===== src/rtl/tas_pkg.sv =====
// ----------------------------------------------------------------------------
// Timed actuation sequencer package
// Shared widths, phase codes, register indexes and channel payload types.
// ----------------------------------------------------------------------------
`default_nettype none

package tas_pkg;

    localparam int DUR_W     = 20;
    localparam int CFG_IDX_W = 3;

    localparam logic [DUR_W-1:0] DUR_MAX = {DUR_W{1'b1}};

    localparam logic [DUR_W-1:0] PRESS_DURATION_RST      = DUR_W'(200);
    localparam logic [DUR_W-1:0] READY_TIMEOUT_RST       = DUR_W'(60000);
    localparam logic [DUR_W-1:0] LEVER_MOVE_DURATION_RST = DUR_W'(1000);
    localparam logic [DUR_W-1:0] BREW_DURATION_RST       = DUR_W'(30000);
    localparam logic [DUR_W-1:0] DONE_HOLD_DURATION_RST  = DUR_W'(5000);

    typedef enum logic [2:0] {
        PH_IDLE    = 3'd0,
        PH_PRESS   = 3'd1,
        PH_WAIT    = 3'd2,
        PH_ACTUATE = 3'd3,
        PH_BREW    = 3'd4,
        PH_RETURN  = 3'd5,
        PH_DONE    = 3'd6,
        PH_ERROR   = 3'd7
    } phase_t;

    typedef enum logic [CFG_IDX_W-1:0] {
        REG_PRESS_DURATION      = 3'd0,
        REG_READY_TIMEOUT       = 3'd1,
        REG_LEVER_MOVE_DURATION = 3'd2,
        REG_BREW_DURATION       = 3'd3,
        REG_DONE_HOLD_DURATION  = 3'd4
    } cfg_idx_t;

    typedef struct packed {
        logic [DUR_W-1:0] press_duration;
        logic [DUR_W-1:0] ready_timeout;
        logic [DUR_W-1:0] lever_move_duration;
        logic [DUR_W-1:0] brew_duration;
        logic [DUR_W-1:0] done_hold_duration;
    } durations_t;

    typedef struct packed {
        phase_t phase;
        logic   button_press;
        logic   lever_brew;
        logic   error_flag;
    } result_t;

endpackage

`default_nettype wire


===== src/rtl/tas_ifs.sv =====
// ----------------------------------------------------------------------------
// Timed actuation sequencer channel interfaces
// Valid/ready channels for ticks, status results and register writes.
// ----------------------------------------------------------------------------
`default_nettype none

interface tas_tick_if;
    logic valid;
    logic ready;
    logic start_request;
    logic machine_ready;

    modport source (output valid, output start_request, output machine_ready, input ready);
    modport sink   (input valid, input start_request, input machine_ready, output ready);
endinterface

interface tas_status_if;
    logic       valid;
    logic       ready;
    logic [2:0] phase;
    logic       button_press;
    logic       lever_brew;
    logic       error_flag;

    modport source (output valid, output phase, output button_press, output lever_brew,
                    output error_flag, input ready);
    modport sink   (input valid, input phase, input button_press, input lever_brew,
                    input error_flag, output ready);
endinterface

interface tas_cfg_if;
    logic                          valid;
    logic                          ready;
    logic [tas_pkg::CFG_IDX_W-1:0] index;
    logic [tas_pkg::DUR_W-1:0]     data;

    modport source (output valid, output index, output data, input ready);
    modport sink   (input valid, input index, input data, output ready);
endinterface

`default_nettype wire


===== src/rtl/tas_cfg_regs.sv =====
// ----------------------------------------------------------------------------
// Timed actuation sequencer register file
// Holds the five phase durations; writes to unknown indexes are dropped.
// ----------------------------------------------------------------------------
`default_nettype none

module tas_cfg_regs (
    input  wire logic                          clk,
    input  wire logic                          rst_n,
    input  wire logic                          wr_en,
    input  wire logic [tas_pkg::CFG_IDX_W-1:0] wr_index,
    input  wire logic [tas_pkg::DUR_W-1:0]     wr_data,
    output tas_pkg::durations_t                durations
);

    tas_pkg::durations_t dur_reg;

    always_ff @(posedge clk or negedge rst_n)
    begin
        if (!rst_n)
        begin
            dur_reg.press_duration      <= tas_pkg::PRESS_DURATION_RST;
            dur_reg.ready_timeout       <= tas_pkg::READY_TIMEOUT_RST;
            dur_reg.lever_move_duration <= tas_pkg::LEVER_MOVE_DURATION_RST;
            dur_reg.brew_duration       <= tas_pkg::BREW_DURATION_RST;
            dur_reg.done_hold_duration  <= tas_pkg::DONE_HOLD_DURATION_RST;
        end
        else if (wr_en)
        begin
            unique case (wr_index)
                tas_pkg::REG_PRESS_DURATION:      dur_reg.press_duration      <= wr_data;
                tas_pkg::REG_READY_TIMEOUT:       dur_reg.ready_timeout       <= wr_data;
                tas_pkg::REG_LEVER_MOVE_DURATION: dur_reg.lever_move_duration <= wr_data;
                tas_pkg::REG_BREW_DURATION:       dur_reg.brew_duration       <= wr_data;
                tas_pkg::REG_DONE_HOLD_DURATION:  dur_reg.done_hold_duration  <= wr_data;
                default:                          ;
            endcase
        end
    end

    assign durations = dur_reg;

endmodule

`default_nettype wire


===== src/rtl/tas_seq_core.sv =====
// ----------------------------------------------------------------------------
// Timed actuation sequencer core
// Phase register, saturating phase timer and latched start request.
// ----------------------------------------------------------------------------
`default_nettype none

module tas_seq_core (
    input  wire logic               clk,
    input  wire logic               rst_n,
    input  wire logic               tick_en,
    input  wire logic               start_request,
    input  wire logic               machine_ready,
    input  wire tas_pkg::durations_t durations,
    output tas_pkg::phase_t         cur_phase,
    output tas_pkg::result_t        result_next
);

    tas_pkg::phase_t           phase_reg, phase_next;
    logic [tas_pkg::DUR_W-1:0] elapsed_reg, elapsed_next;
    logic                      pending_reg, pending_next;
    logic [tas_pkg::DUR_W-1:0] elapsed_inc;
    logic                      pending_now;

    always_ff @(posedge clk or negedge rst_n)
    begin
        if (!rst_n)
        begin
            phase_reg   <= tas_pkg::PH_IDLE;
            elapsed_reg <= '0;
            pending_reg <= 1'b0;
        end
        else if (tick_en)
        begin
            phase_reg   <= phase_next;
            elapsed_reg <= elapsed_next;
            pending_reg <= pending_next;
        end
    end

    always_comb
    begin
        pending_now  = pending_reg | start_request;
        elapsed_inc  = (elapsed_reg == tas_pkg::DUR_MAX) ? elapsed_reg
                                                         : elapsed_reg + 1'b1;
        phase_next   = phase_reg;
        pending_next = pending_now;

        unique case (phase_reg)
            tas_pkg::PH_IDLE,
            tas_pkg::PH_ERROR:
            begin
                if (pending_now)
                begin
                    pending_next = 1'b0;
                    phase_next   = tas_pkg::PH_PRESS;
                end
            end
            tas_pkg::PH_PRESS:
                if (elapsed_inc >= durations.press_duration)
                    phase_next = tas_pkg::PH_WAIT;
            tas_pkg::PH_WAIT:
            begin
                // Ready takes priority over a timeout on the same tick.
                if (machine_ready)
                    phase_next = tas_pkg::PH_ACTUATE;
                else if (elapsed_inc >= durations.ready_timeout)
                    phase_next = tas_pkg::PH_ERROR;
            end
            tas_pkg::PH_ACTUATE:
                if (elapsed_inc >= durations.lever_move_duration)
                    phase_next = tas_pkg::PH_BREW;
            tas_pkg::PH_BREW:
                if (elapsed_inc >= durations.brew_duration)
                    phase_next = tas_pkg::PH_RETURN;
            tas_pkg::PH_RETURN:
                if (elapsed_inc >= durations.lever_move_duration)
                    phase_next = tas_pkg::PH_DONE;
            tas_pkg::PH_DONE:
                if (elapsed_inc >= durations.done_hold_duration)
                    phase_next = tas_pkg::PH_IDLE;
            default:
                phase_next = tas_pkg::PH_IDLE;
        endcase

        elapsed_next = (phase_next != phase_reg) ? '0 : elapsed_inc;

        result_next.phase        = phase_next;
        result_next.button_press = (phase_next == tas_pkg::PH_PRESS);
        result_next.lever_brew   = (phase_next == tas_pkg::PH_ACTUATE) ||
                                   (phase_next == tas_pkg::PH_BREW);
        result_next.error_flag   = (phase_next == tas_pkg::PH_ERROR);
    end

    assign cur_phase = phase_reg;

endmodule

`default_nettype wire


===== src/rtl/tas_out_reg.sv =====
// ----------------------------------------------------------------------------
// Timed actuation sequencer result register
// One-deep output register; a new beat loads while the old one is taken.
// ----------------------------------------------------------------------------
`default_nettype none

module tas_out_reg (
    input  wire logic             clk,
    input  wire logic             rst_n,
    input  wire logic             load,
    input  wire tas_pkg::result_t result_in,
    input  wire logic             out_ready,
    output logic                  out_valid,
    output tas_pkg::result_t      result_out,
    output logic                  can_load
);

    logic             valid_reg;
    tas_pkg::result_t data_reg;

    always_ff @(posedge clk or negedge rst_n)
    begin
        if (!rst_n)
            valid_reg <= 1'b0;
        else if (load)
            valid_reg <= 1'b1;
        else if (out_ready)
            valid_reg <= 1'b0;
    end

    always_ff @(posedge clk)
    begin
        if (load)
            data_reg <= result_in;
    end

    assign can_load   = !valid_reg || out_ready;
    assign out_valid  = valid_reg;
    assign result_out = data_reg;

endmodule

`default_nettype wire


===== src/rtl/timed_actuation_sequencer_unit.sv =====
// ----------------------------------------------------------------------------
// Timed actuation sequencer unit
// Eight-phase button and lever sequencer driven by one tick beat per ms.
// ----------------------------------------------------------------------------
//
//   Channel  Direction  Payload                                        Rate
//   -------  ---------  ---------------------------------------------  ---------------
//   tick     in         start_request, machine_ready                   1/cycle if ready
//   status   out        phase, button_press, lever_brew, error_flag    1 beat per tick
//   cfg      in         index (3 bits), data (20 bits)                 1 beat / cycle
//
// Each accepted tick beat updates the phase, timer and pending request at
// the accepting edge, and the result is loaded into the status register
// at the same edge, so it is presented on status in the following cycle.
// The tick channel stays ready as long as the status register is empty or
// its beat is taken in the same cycle; a stalled status sink stalls ticks.
// Reset is asynchronous and active low; it brings the sequencer to idle with
// a cleared timer and no pending request, and loads the default durations.
// The cfg channel is always ready and never waits on the sequencer.
// ----------------------------------------------------------------------------
`default_nettype none

module timed_actuation_sequencer_unit (
    input  wire logic    clk,
    input  wire logic    rst_n,
    tas_tick_if.sink     tick,
    tas_status_if.source status,
    tas_cfg_if.sink      cfg
);

    tas_pkg::durations_t durations;
    tas_pkg::phase_t     cur_phase;
    tas_pkg::result_t    result_next;
    tas_pkg::result_t    result_out;
    logic                can_load;
    logic                tick_fire;

    // Register writes complete on any cycle; the index decode drops unknown codes.
    assign cfg.ready = 1'b1;

    tas_cfg_regs u_cfg_regs (
        .clk       (clk),
        .rst_n     (rst_n),
        .wr_en     (cfg.valid),
        .wr_index  (cfg.index),
        .wr_data   (cfg.data),
        .durations (durations)
    );

    // A tick beat is accepted whenever the status register can take its result.
    assign tick.ready = can_load;
    assign tick_fire  = tick.valid && can_load;

    tas_seq_core u_seq_core (
        .clk           (clk),
        .rst_n         (rst_n),
        .tick_en       (tick_fire),
        .start_request (tick.start_request),
        .machine_ready (tick.machine_ready),
        .durations     (durations),
        .cur_phase     (cur_phase),
        .result_next   (result_next)
    );

    tas_out_reg u_out_reg (
        .clk        (clk),
        .rst_n      (rst_n),
        .load       (tick_fire),
        .result_in  (result_next),
        .out_ready  (status.ready),
        .out_valid  (status.valid),
        .result_out (result_out),
        .can_load   (can_load)
    );

    assign status.phase        = result_out.phase;
    assign status.button_press = result_out.button_press;
    assign status.lever_brew   = result_out.lever_brew;
    assign status.error_flag   = result_out.error_flag;

    // The sequencer state only moves on an accepted tick beat.
    a_phase_holds_without_tick : assert property (
        @(posedge clk) disable iff (!rst_n)
        !tick_fire |=> $stable(cur_phase)
    ) else $error("phase changed without a tick beat");

    // A request seen in idle starts the press phase on that very tick.
    a_idle_start_press : assert property (
        @(posedge clk) disable iff (!rst_n)
        (tick_fire && tick.start_request && cur_phase == tas_pkg::PH_IDLE)
            |=> (cur_phase == tas_pkg::PH_PRESS)
    ) else $error("start request in idle did not enter press");

    // An empty status register never back-pressures the tick channel.
    a_ready_when_empty : assert property (
        @(posedge clk) disable iff (!rst_n)
        !status.valid |-> tick.ready
    ) else $error("tick stalled while the status register is empty");

    // A loaded result reports the phase that the sequencer has just entered.
    a_result_matches_state : assert property (
        @(posedge clk) disable iff (!rst_n)
        tick_fire |=> (status.valid && status.phase == cur_phase)
    ) else $error("status beat does not match the sequencer phase");

endmodule

`default_nettype wire

===== src/flat_wrapper.sv =====
// flat-port wrapper written by rule: the top's interface ports become plain ports
module timed_actuation_sequencer_unit_flat 
  (clk, rst_n, tick_valid, tick_start_request, tick_machine_ready, tick_ready, status_valid, status_phase, status_button_press, status_lever_brew, status_error_flag, status_ready, cfg_valid, cfg_index, cfg_data, cfg_ready);
  tas_tick_if tick_i ();
  tas_status_if status_i ();
  tas_cfg_if cfg_i ();
  input  wire logic clk;
  input  wire logic rst_n;
  input wire logic [$bits(tick_i.valid)-1:0] tick_valid;
  input wire logic [$bits(tick_i.start_request)-1:0] tick_start_request;
  input wire logic [$bits(tick_i.machine_ready)-1:0] tick_machine_ready;
  output wire logic [$bits(tick_i.ready)-1:0] tick_ready;
  output wire logic [$bits(status_i.valid)-1:0] status_valid;
  output wire logic [$bits(status_i.phase)-1:0] status_phase;
  output wire logic [$bits(status_i.button_press)-1:0] status_button_press;
  output wire logic [$bits(status_i.lever_brew)-1:0] status_lever_brew;
  output wire logic [$bits(status_i.error_flag)-1:0] status_error_flag;
  input wire logic [$bits(status_i.ready)-1:0] status_ready;
  input wire logic [$bits(cfg_i.valid)-1:0] cfg_valid;
  input wire logic [$bits(cfg_i.index)-1:0] cfg_index;
  input wire logic [$bits(cfg_i.data)-1:0] cfg_data;
  output wire logic [$bits(cfg_i.ready)-1:0] cfg_ready;
  assign tick_i.valid = tick_valid;
  assign tick_i.start_request = tick_start_request;
  assign tick_i.machine_ready = tick_machine_ready;
  assign tick_ready = tick_i.ready;
  assign status_valid = status_i.valid;
  assign status_phase = status_i.phase;
  assign status_button_press = status_i.button_press;
  assign status_lever_brew = status_i.lever_brew;
  assign status_error_flag = status_i.error_flag;
  assign status_i.ready = status_ready;
  assign cfg_i.valid = cfg_valid;
  assign cfg_i.index = cfg_index;
  assign cfg_i.data = cfg_data;
  assign cfg_ready = cfg_i.ready;
  timed_actuation_sequencer_unit u_core (.clk(clk), .rst_n(rst_n), .tick(tick_i), .status(status_i), .cfg(cfg_i));
endmodule

===== config.mk =====
export PLATFORM = sky130hd
export DESIGN_NAME = timed_actuation_sequencer_unit_flat
export DESIGN_NICKNAME = d
export VERILOG_FILES = /design/src/rtl/tas_pkg.sv /design/src/rtl/tas_ifs.sv /design/src/rtl/tas_cfg_regs.sv /design/src/rtl/tas_seq_core.sv /design/src/rtl/tas_out_reg.sv /design/src/rtl/timed_actuation_sequencer_unit.sv /design/src/flat_wrapper.sv
export SDC_FILE = /design/constraint.sdc
export NUM_CORES = 1
export LEC_CHECK = 0
export ABC_AREA = 0
export BUFFER_PORTS_ARGS = -buffer_cell sky130_fd_sc_hd__buf_2
export CORE_MARGIN = 5
export CORE_UTILIZATION = 35
export CTS_CLUSTER_SIZE = 40
export DETAILED_ROUTE_END_ITERATION = 8
export HOLD_SLACK_MARGIN = 0.08
export SYNTH_ARGS = -nofsm -noshare
export SYNTH_HDL_FRONTEND = slang
export SYNTH_SLANG_ARGS = --single-unit

===== constraint.sdc =====
create_clock -name clk -period 4.7 [get_ports clk]
set_input_delay 0.235 -clock clk [delete_from_list [all_inputs] [get_ports clk]]
set_output_delay 0.235 -clock clk [all_outputs]
set_load 0.005 [all_outputs]

Word level (Yosys, flattened, before mapping)
Cells that the tools add are included.
{"block": "totals", "reg_bits": 131, "inputBits": 30, "elab_cells": 64}
{"block": "classes", "add_sub_neg": 1, "magnitude_cmp": 5, "n_eq_ne": 17, "n_mux": 14, "bitwise": 1, "reduce_logical": 13}
{"op": "20-bit greater-or-equal comparator", "count": 5}
{"op": "20-bit two-way mux", "count": 2}
{"op": "3-bit two-way mux", "count": 8}
{"op": "3-bit == test (second input constant)", "count": 7}
{"op": "3-bit one-hot mux with 7 select lines", "count": 1}
{"op": "20-bit by 1-bit adder with 20-bit output (second input constant)", "count": 1}
{"op": "20-bit == test (second input constant)", "count": 1}
{"op": "3-bit by 2-bit == test with 1-bit output (second input constant)", "count": 5}
{"op": "2-bit AND reduction", "count": 5}
{"op": "3-bit by 1-bit == test with 1-bit output (second input constant)", "count": 3}
{"op": "3-bit zero test", "count": 2}
{"op": "1-bit two-way mux", "count": 3}
{"op": "3-bit inequality test", "count": 1}
{"op": "1-bit logical OR", "count": 2}
{"op": "2-bit nonzero test", "count": 1}
{"op": "2-bit OR reduction", "count": 1}
{"op": "1-bit logical AND", "count": 1}
{"op": "1-bit zero test", "count": 1}
{"op": "1-bit OR", "count": 1}

Longest topological paths before layout
{"block": "depth", "ltp_word": 8, "mapped_depth": 20, "mapped_depth_nobuf": 17}

Modules after synthesis
Synthesis repeated with hierarchy kept, for this count alone.
{"block": "unflattened", "cells_unflattened": 745, "area_unflattened_um2": 8104.0}
{"module": "tas_seq_core", "instances": 1, "cells_each": 518, "area_each_um2": 4078.9, "seq_area_each_um2": 600.6}
{"module": "tas_cfg_regs", "instances": 1, "cells_each": 215, "area_each_um2": 3779.9, "seq_area_each_um2": 2537.4}
{"module": "tas_out_reg", "instances": 1, "cells_each": 9, "area_each_um2": 227.7, "seq_area_each_um2": 205.2}
{"module": "timed_actuation_sequencer_unit", "instances": 1, "cells_each": 3, "area_each_um2": 17.5, "seq_area_each_um2": 0.0}

Least setup slack after synthesis
No wires, ideal clock.
{"block": "synth_path", "kind": "flip-flop to flip-flop", "from": "register u_core.u_seq_core.elapsed_reg[6] in the netlist's numbering", "to": "register u_core.u_seq_core.elapsed_reg[2] in the netlist's numbering", "setup_time_ps": 104, "t_arrival_ps": 3946, "path_slack_ps": 650, "path_stages_with_launch": 20, "n_path_buf": 3, "path_cell_list": "dfrtp_1 > buf_2 > nand4_1 > nor4_1 > and3_1 > buf_2 > nand2b_1 > nor2_2 > and4_1 > xor2_1 > ha_1 > a21oi_1 > o21ai_0 > a2111o_1 > a31o_2 > a21oi_1 > or4_1 > o211ai_2 > buf_4 > o41ai_2"}
{"block": "synth_between", "elab_chain_len": 8}
{"element": "start, declared", "line_no": "tas_seq_core.sv:19", "rtl": "logic [tas_pkg::DUR_W-1:0] elapsed_reg, elapsed_next;"}
{"element": "start signal, assigned", "line_no": "tas_seq_core.sv:35", "rtl": "elapsed_reg <= elapsed_next;"}
{"element": "20-bit by 1-bit adder with 20-bit output or 20-bit == test (tied branches)", "line_no": "tas_seq_core.sv:44, tas_seq_core.sv:43"}
{"element": "20-bit two-way mux (*)", "line_no": "tas_seq_core.sv:43", "rtl": "elapsed_inc = (elapsed_reg == tas_pkg::DUR_MAX) ? elapsed_reg"}
{"element": "20-bit greater-or-equal comparator", "line_no": "tas_seq_core.sv:66", "rtl": "else if (elapsed_inc >= durations.ready_timeout)"}
{"element": "3-bit two-way mux", "line_no": "tas_seq_core.sv:66"}
{"element": "3-bit two-way mux", "line_no": "tas_seq_core.sv:64", "rtl": "if (machine_ready)"}
{"element": "3-bit one-hot mux with 7 select lines", "line_no": "tas_seq_core.sv:48", "rtl": "unique case (phase_reg)"}
{"element": "3-bit inequality test", "line_no": "tas_seq_core.sv:85", "rtl": "elapsed_next = (phase_next != phase_reg) ? '0 : elapsed_inc;"}
{"element": "20-bit two-way mux (*)", "line_no": "tas_seq_core.sv:85"}
Every way passes the cells marked *; elsewhere a longest branch is shown, timed or not.
A chain may end at the register's enable or synchronous reset.

==> run summary <==
FP Rows = 55
Status = finished clean
Setup ws final = 0.287 ns
Total CTS buffers = 17
Sequential share of power = 0.373
Sequential share of the synthesized area = 0.418
Routed WL = 19.9 mm
Largest family of logic cells by synthesized area = adder cells
Area growth syn-to-layout = 19.0%
Clock Tree Buf Depth = 2
Cell area power density = 426 nW/µm²
Core Region = 22,600 µm²
#FFs+latches synth = 131
Number of global-route vias before repair = 6,163
Mapped Cells = 866
Final Hold Vio Count = 0
Worst hold path class = in2reg
Clk slew on worst S/H paths = 0.06 ns
Placement Setup Slack = 0.200 ns
Layout net count = 1,072
Ant diodes = 0
DR vias/cell = 4.93
Fill count = 2,193
Final Critical Period = 4.41 ns
Max FFs per register = 100
Die Ht = 161 µm
Via count = 6,105
Fin crit share = 0.939
Remaining DRCs = 0
Dominant synthesized flop cell = dfrtp_1
Yosys Warn Count = 0
Worst skew pair latency = 0.43 ns
Hold path endpoint = u_core.u_cfg_regs.durations[86]$_DFFE_PN1P_
Max-slew headroom at the worst pin = 0.516
Gp weighted congestion = 0.878
Die ar. = 26,000 µm²
Simple-gate area share of the yosys netlist = 0.144
Critical path peak fanout = 6
Main area contributors after synthesis = dfrtp_1, ha_1, dfstp_2
Initial Utilization = 0.354
Slew Viols, Final = 0
Ratio of cells with drive above 1 in the final layout = 0.186
Int Power = 2760 µW
GRT overflow = 0
Post-synth EDFFs = 6
Worst hold stages = 3
R2r startpoint = u_core.u_seq_core.elapsed_reg[8]$_DFFE_PN0P_
Clock power frac = 0.343
Sink Count = 131
Commonest non-fill, non-tap cell in the layout = nand2_1
F_max = 0.227 GHz
Synthesized area = 7990 µm²
Detail Placement HPWL = 14.6 mm
Mapped Nets = 997
Post-synthesis compound-gate area fraction = 0.154
Synth cell types = 57
Comb pwr share = 0.284
Worst Tran Pin Value = 0.725 ns
RR Endpoint = u_core.u_out_reg.result_out[1]$_DFFE_PP_
Leakage power = 0.00456 µW
Post-synth top area share = 0.304
Ys async rst share = 0.954
Worst Hold Launch = cfg_data[6]
Antenna Nets Post-Route = 0
First-pass GRT wire length = 32.8 mm
TritonCTS clock tree = done
Initial antenna violation count = 0
Sw power = 1300 µW
H-tree Lvls = 4
Crit Path Category = reg2reg
Drt first-iter violations = 351
I/O pin total = 39
Syn_area_per_cell = 9.23 µm²
Worst setup SP type = register
Post-Synth XOR/XNOR Area = 0.0164
Post-synthesis mux area share = 0.0415
Crit. End Element = register
Final setup skew = 0.00925 ns
# setup viols final = 0
R2R Setup Slk = 0.29 ns
Adder-cell share of the synthesized area = 0.158
Drt wl/cell = 16.1 µm
CP Data Required Time = 4.88 ns
GRT Overall Usage = 0.161
WP data arrival = 4.59 ns
Reg2reg path depth = 17
Sw frac = 0.320
Max-cap violations = 0
VDD IR max = 0.000234 V
Largest area contributor in the netlist = dfrtp_1
Chip Width = 161 µm
Total power = 4060 µW
I/O Buffers = 37
Largest net degree at the start of global routing = 55
Commonest non-fill, non-tap cells in the layout = nand2_1, inv_1, ha_1
Pre-Repair DR Iteration Count = 4
Clk root buf = clkbuf_16
[final cells by class]
cell class                 instances  area, µm²  area share
clock buffer                      25        527      0.0554
clock inverter                     7       93.8     0.00986
inverter                         106        398      0.0418
multi-input combinational        597       4170       0.438
sequential                       131       3340       0.351
tap                              285        357      0.0375
timing repair buffer              88        626      0.0657
[worst max-delay path by stage]
stage | from | to | slack (ns) | depth (start not counted)
after floorplan | u_core.u_seq_core.elapsed_reg[6]$_DFFE_PN0P_ | u_core.u_seq_core.elapsed_reg[2]$_DFFE_PN0P_ | 0.65 | 19
after global placement | u_core.u_seq_core.elapsed_reg[7]$_DFFE_PN0P_ | u_core.u_seq_core.elapsed_reg[5]$_DFFE_PN0P_ | 0.23 | 18
after detailed placement | u_core.u_seq_core.elapsed_reg[7]$_DFFE_PN0P_ | u_core.u_out_reg.result_out[0]$_DFFE_PP_ | 0.20 | 17
after CTS | u_core.u_seq_core.elapsed_reg[7]$_DFFE_PN0P_ | u_core.u_out_reg.result_out[0]$_DFFE_PP_ | 0.15 | 17
after global routing | u_core.u_seq_core.elapsed_reg[0]$_DFFE_PN0P_ | u_core.u_seq_core.elapsed_reg[6]$_DFFE_PN0P_ | -0.03 | 18
final | u_core.u_seq_core.elapsed_reg[8]$_DFFE_PN0P_ | u_core.u_out_reg.result_out[1]$_DFFE_PP_ | 0.29 | 17
[per-layer routing]
metal	vias to the layer above	GRT usage	wire, µm
li1	3127	-	-
met1	2858	0.206	9120
met2	101	0.273	9810
met3	19	0.0357	713
met4	0	0.0477	301
met5	-	0	0
[critical path, cell delays in order (launching register included)]
cell,delay [ns]
dfrtp_1,0.42
nand4_1,0.24
nor4_4,0.33
and3_1,0.25
buf_4,0.16
nor2_1,0.08
nor2_1,0.21
buf_4,0.19
ha_1,0.24
a211oi_1,0.24
o21ai_0,0.19
a41oi_1,0.49
o31a_1,0.27
nand2_1,0.13
a21boi_0,0.20
a311o_1,0.32
nand2b_1,0.15
mux2i_1,0.06
[power by group through the flow]
stage,Combinational [µW],Sequential (µW),Clock [µW]
finish,1150,1510,1390
floorplan,785,1480,0
global placement,1100,1520,0
global route,1330,1540,1470
CTS,1160,1510,1420
detailed placement,1140,1530,0
[synth_stat cells, drive strengths merged (15+ instances only)]
master,n
a21oi,41
nand2b,15
a21o,17
o21ai,108
dfstp,28
nand2,135
mux2,25
nand4,15
dfrtp,97
ha,101
inv,105
nor2,23
clkbuf,25
[metrics by stage]
| step | cell area, µm² | utilization | TNS, ns | instances | hold slack [ns] |
|---|---|---|---|---|---|
| CTS | 9460 | 0.419 | 0 | 1238 | 0.0815 |
| global placement | 8670 | 0.384 | 0 | 1189 | 0.356 |
| global route | 9520 | 0.422 | -0.0399 | 1239 | 0.0935 |
| finish | 9520 | 0.422 | 0 | 1239 | 0.0960 |
| detailed placement | 8670 | 0.384 | 0 | 1189 | 0.358 |
| floorplan | 7990 | - | 0 | 866 | -0.0606 |
[repair_timing]
item / CTS / global route
resized for setup: 0 / 8
setup buffers: 0 / 1
hold endpoints to repair: 84 / 0
hold buffers: 17 / 0
endpoints found under the setup margin: 0 / 25
[cell families after synthesis]
logic type               after synthesis
other                                  1
multiplexers                          30
XOR/XNOR                              15
AND/OR/NAND/NOR                      247
AO/OA/AOI/OAI                        203
flip-flops                           131
buffers and inverters                138
adder cells (fa/ha/maj)              101
No activity file was read; power rests on OpenSTA's default activity.
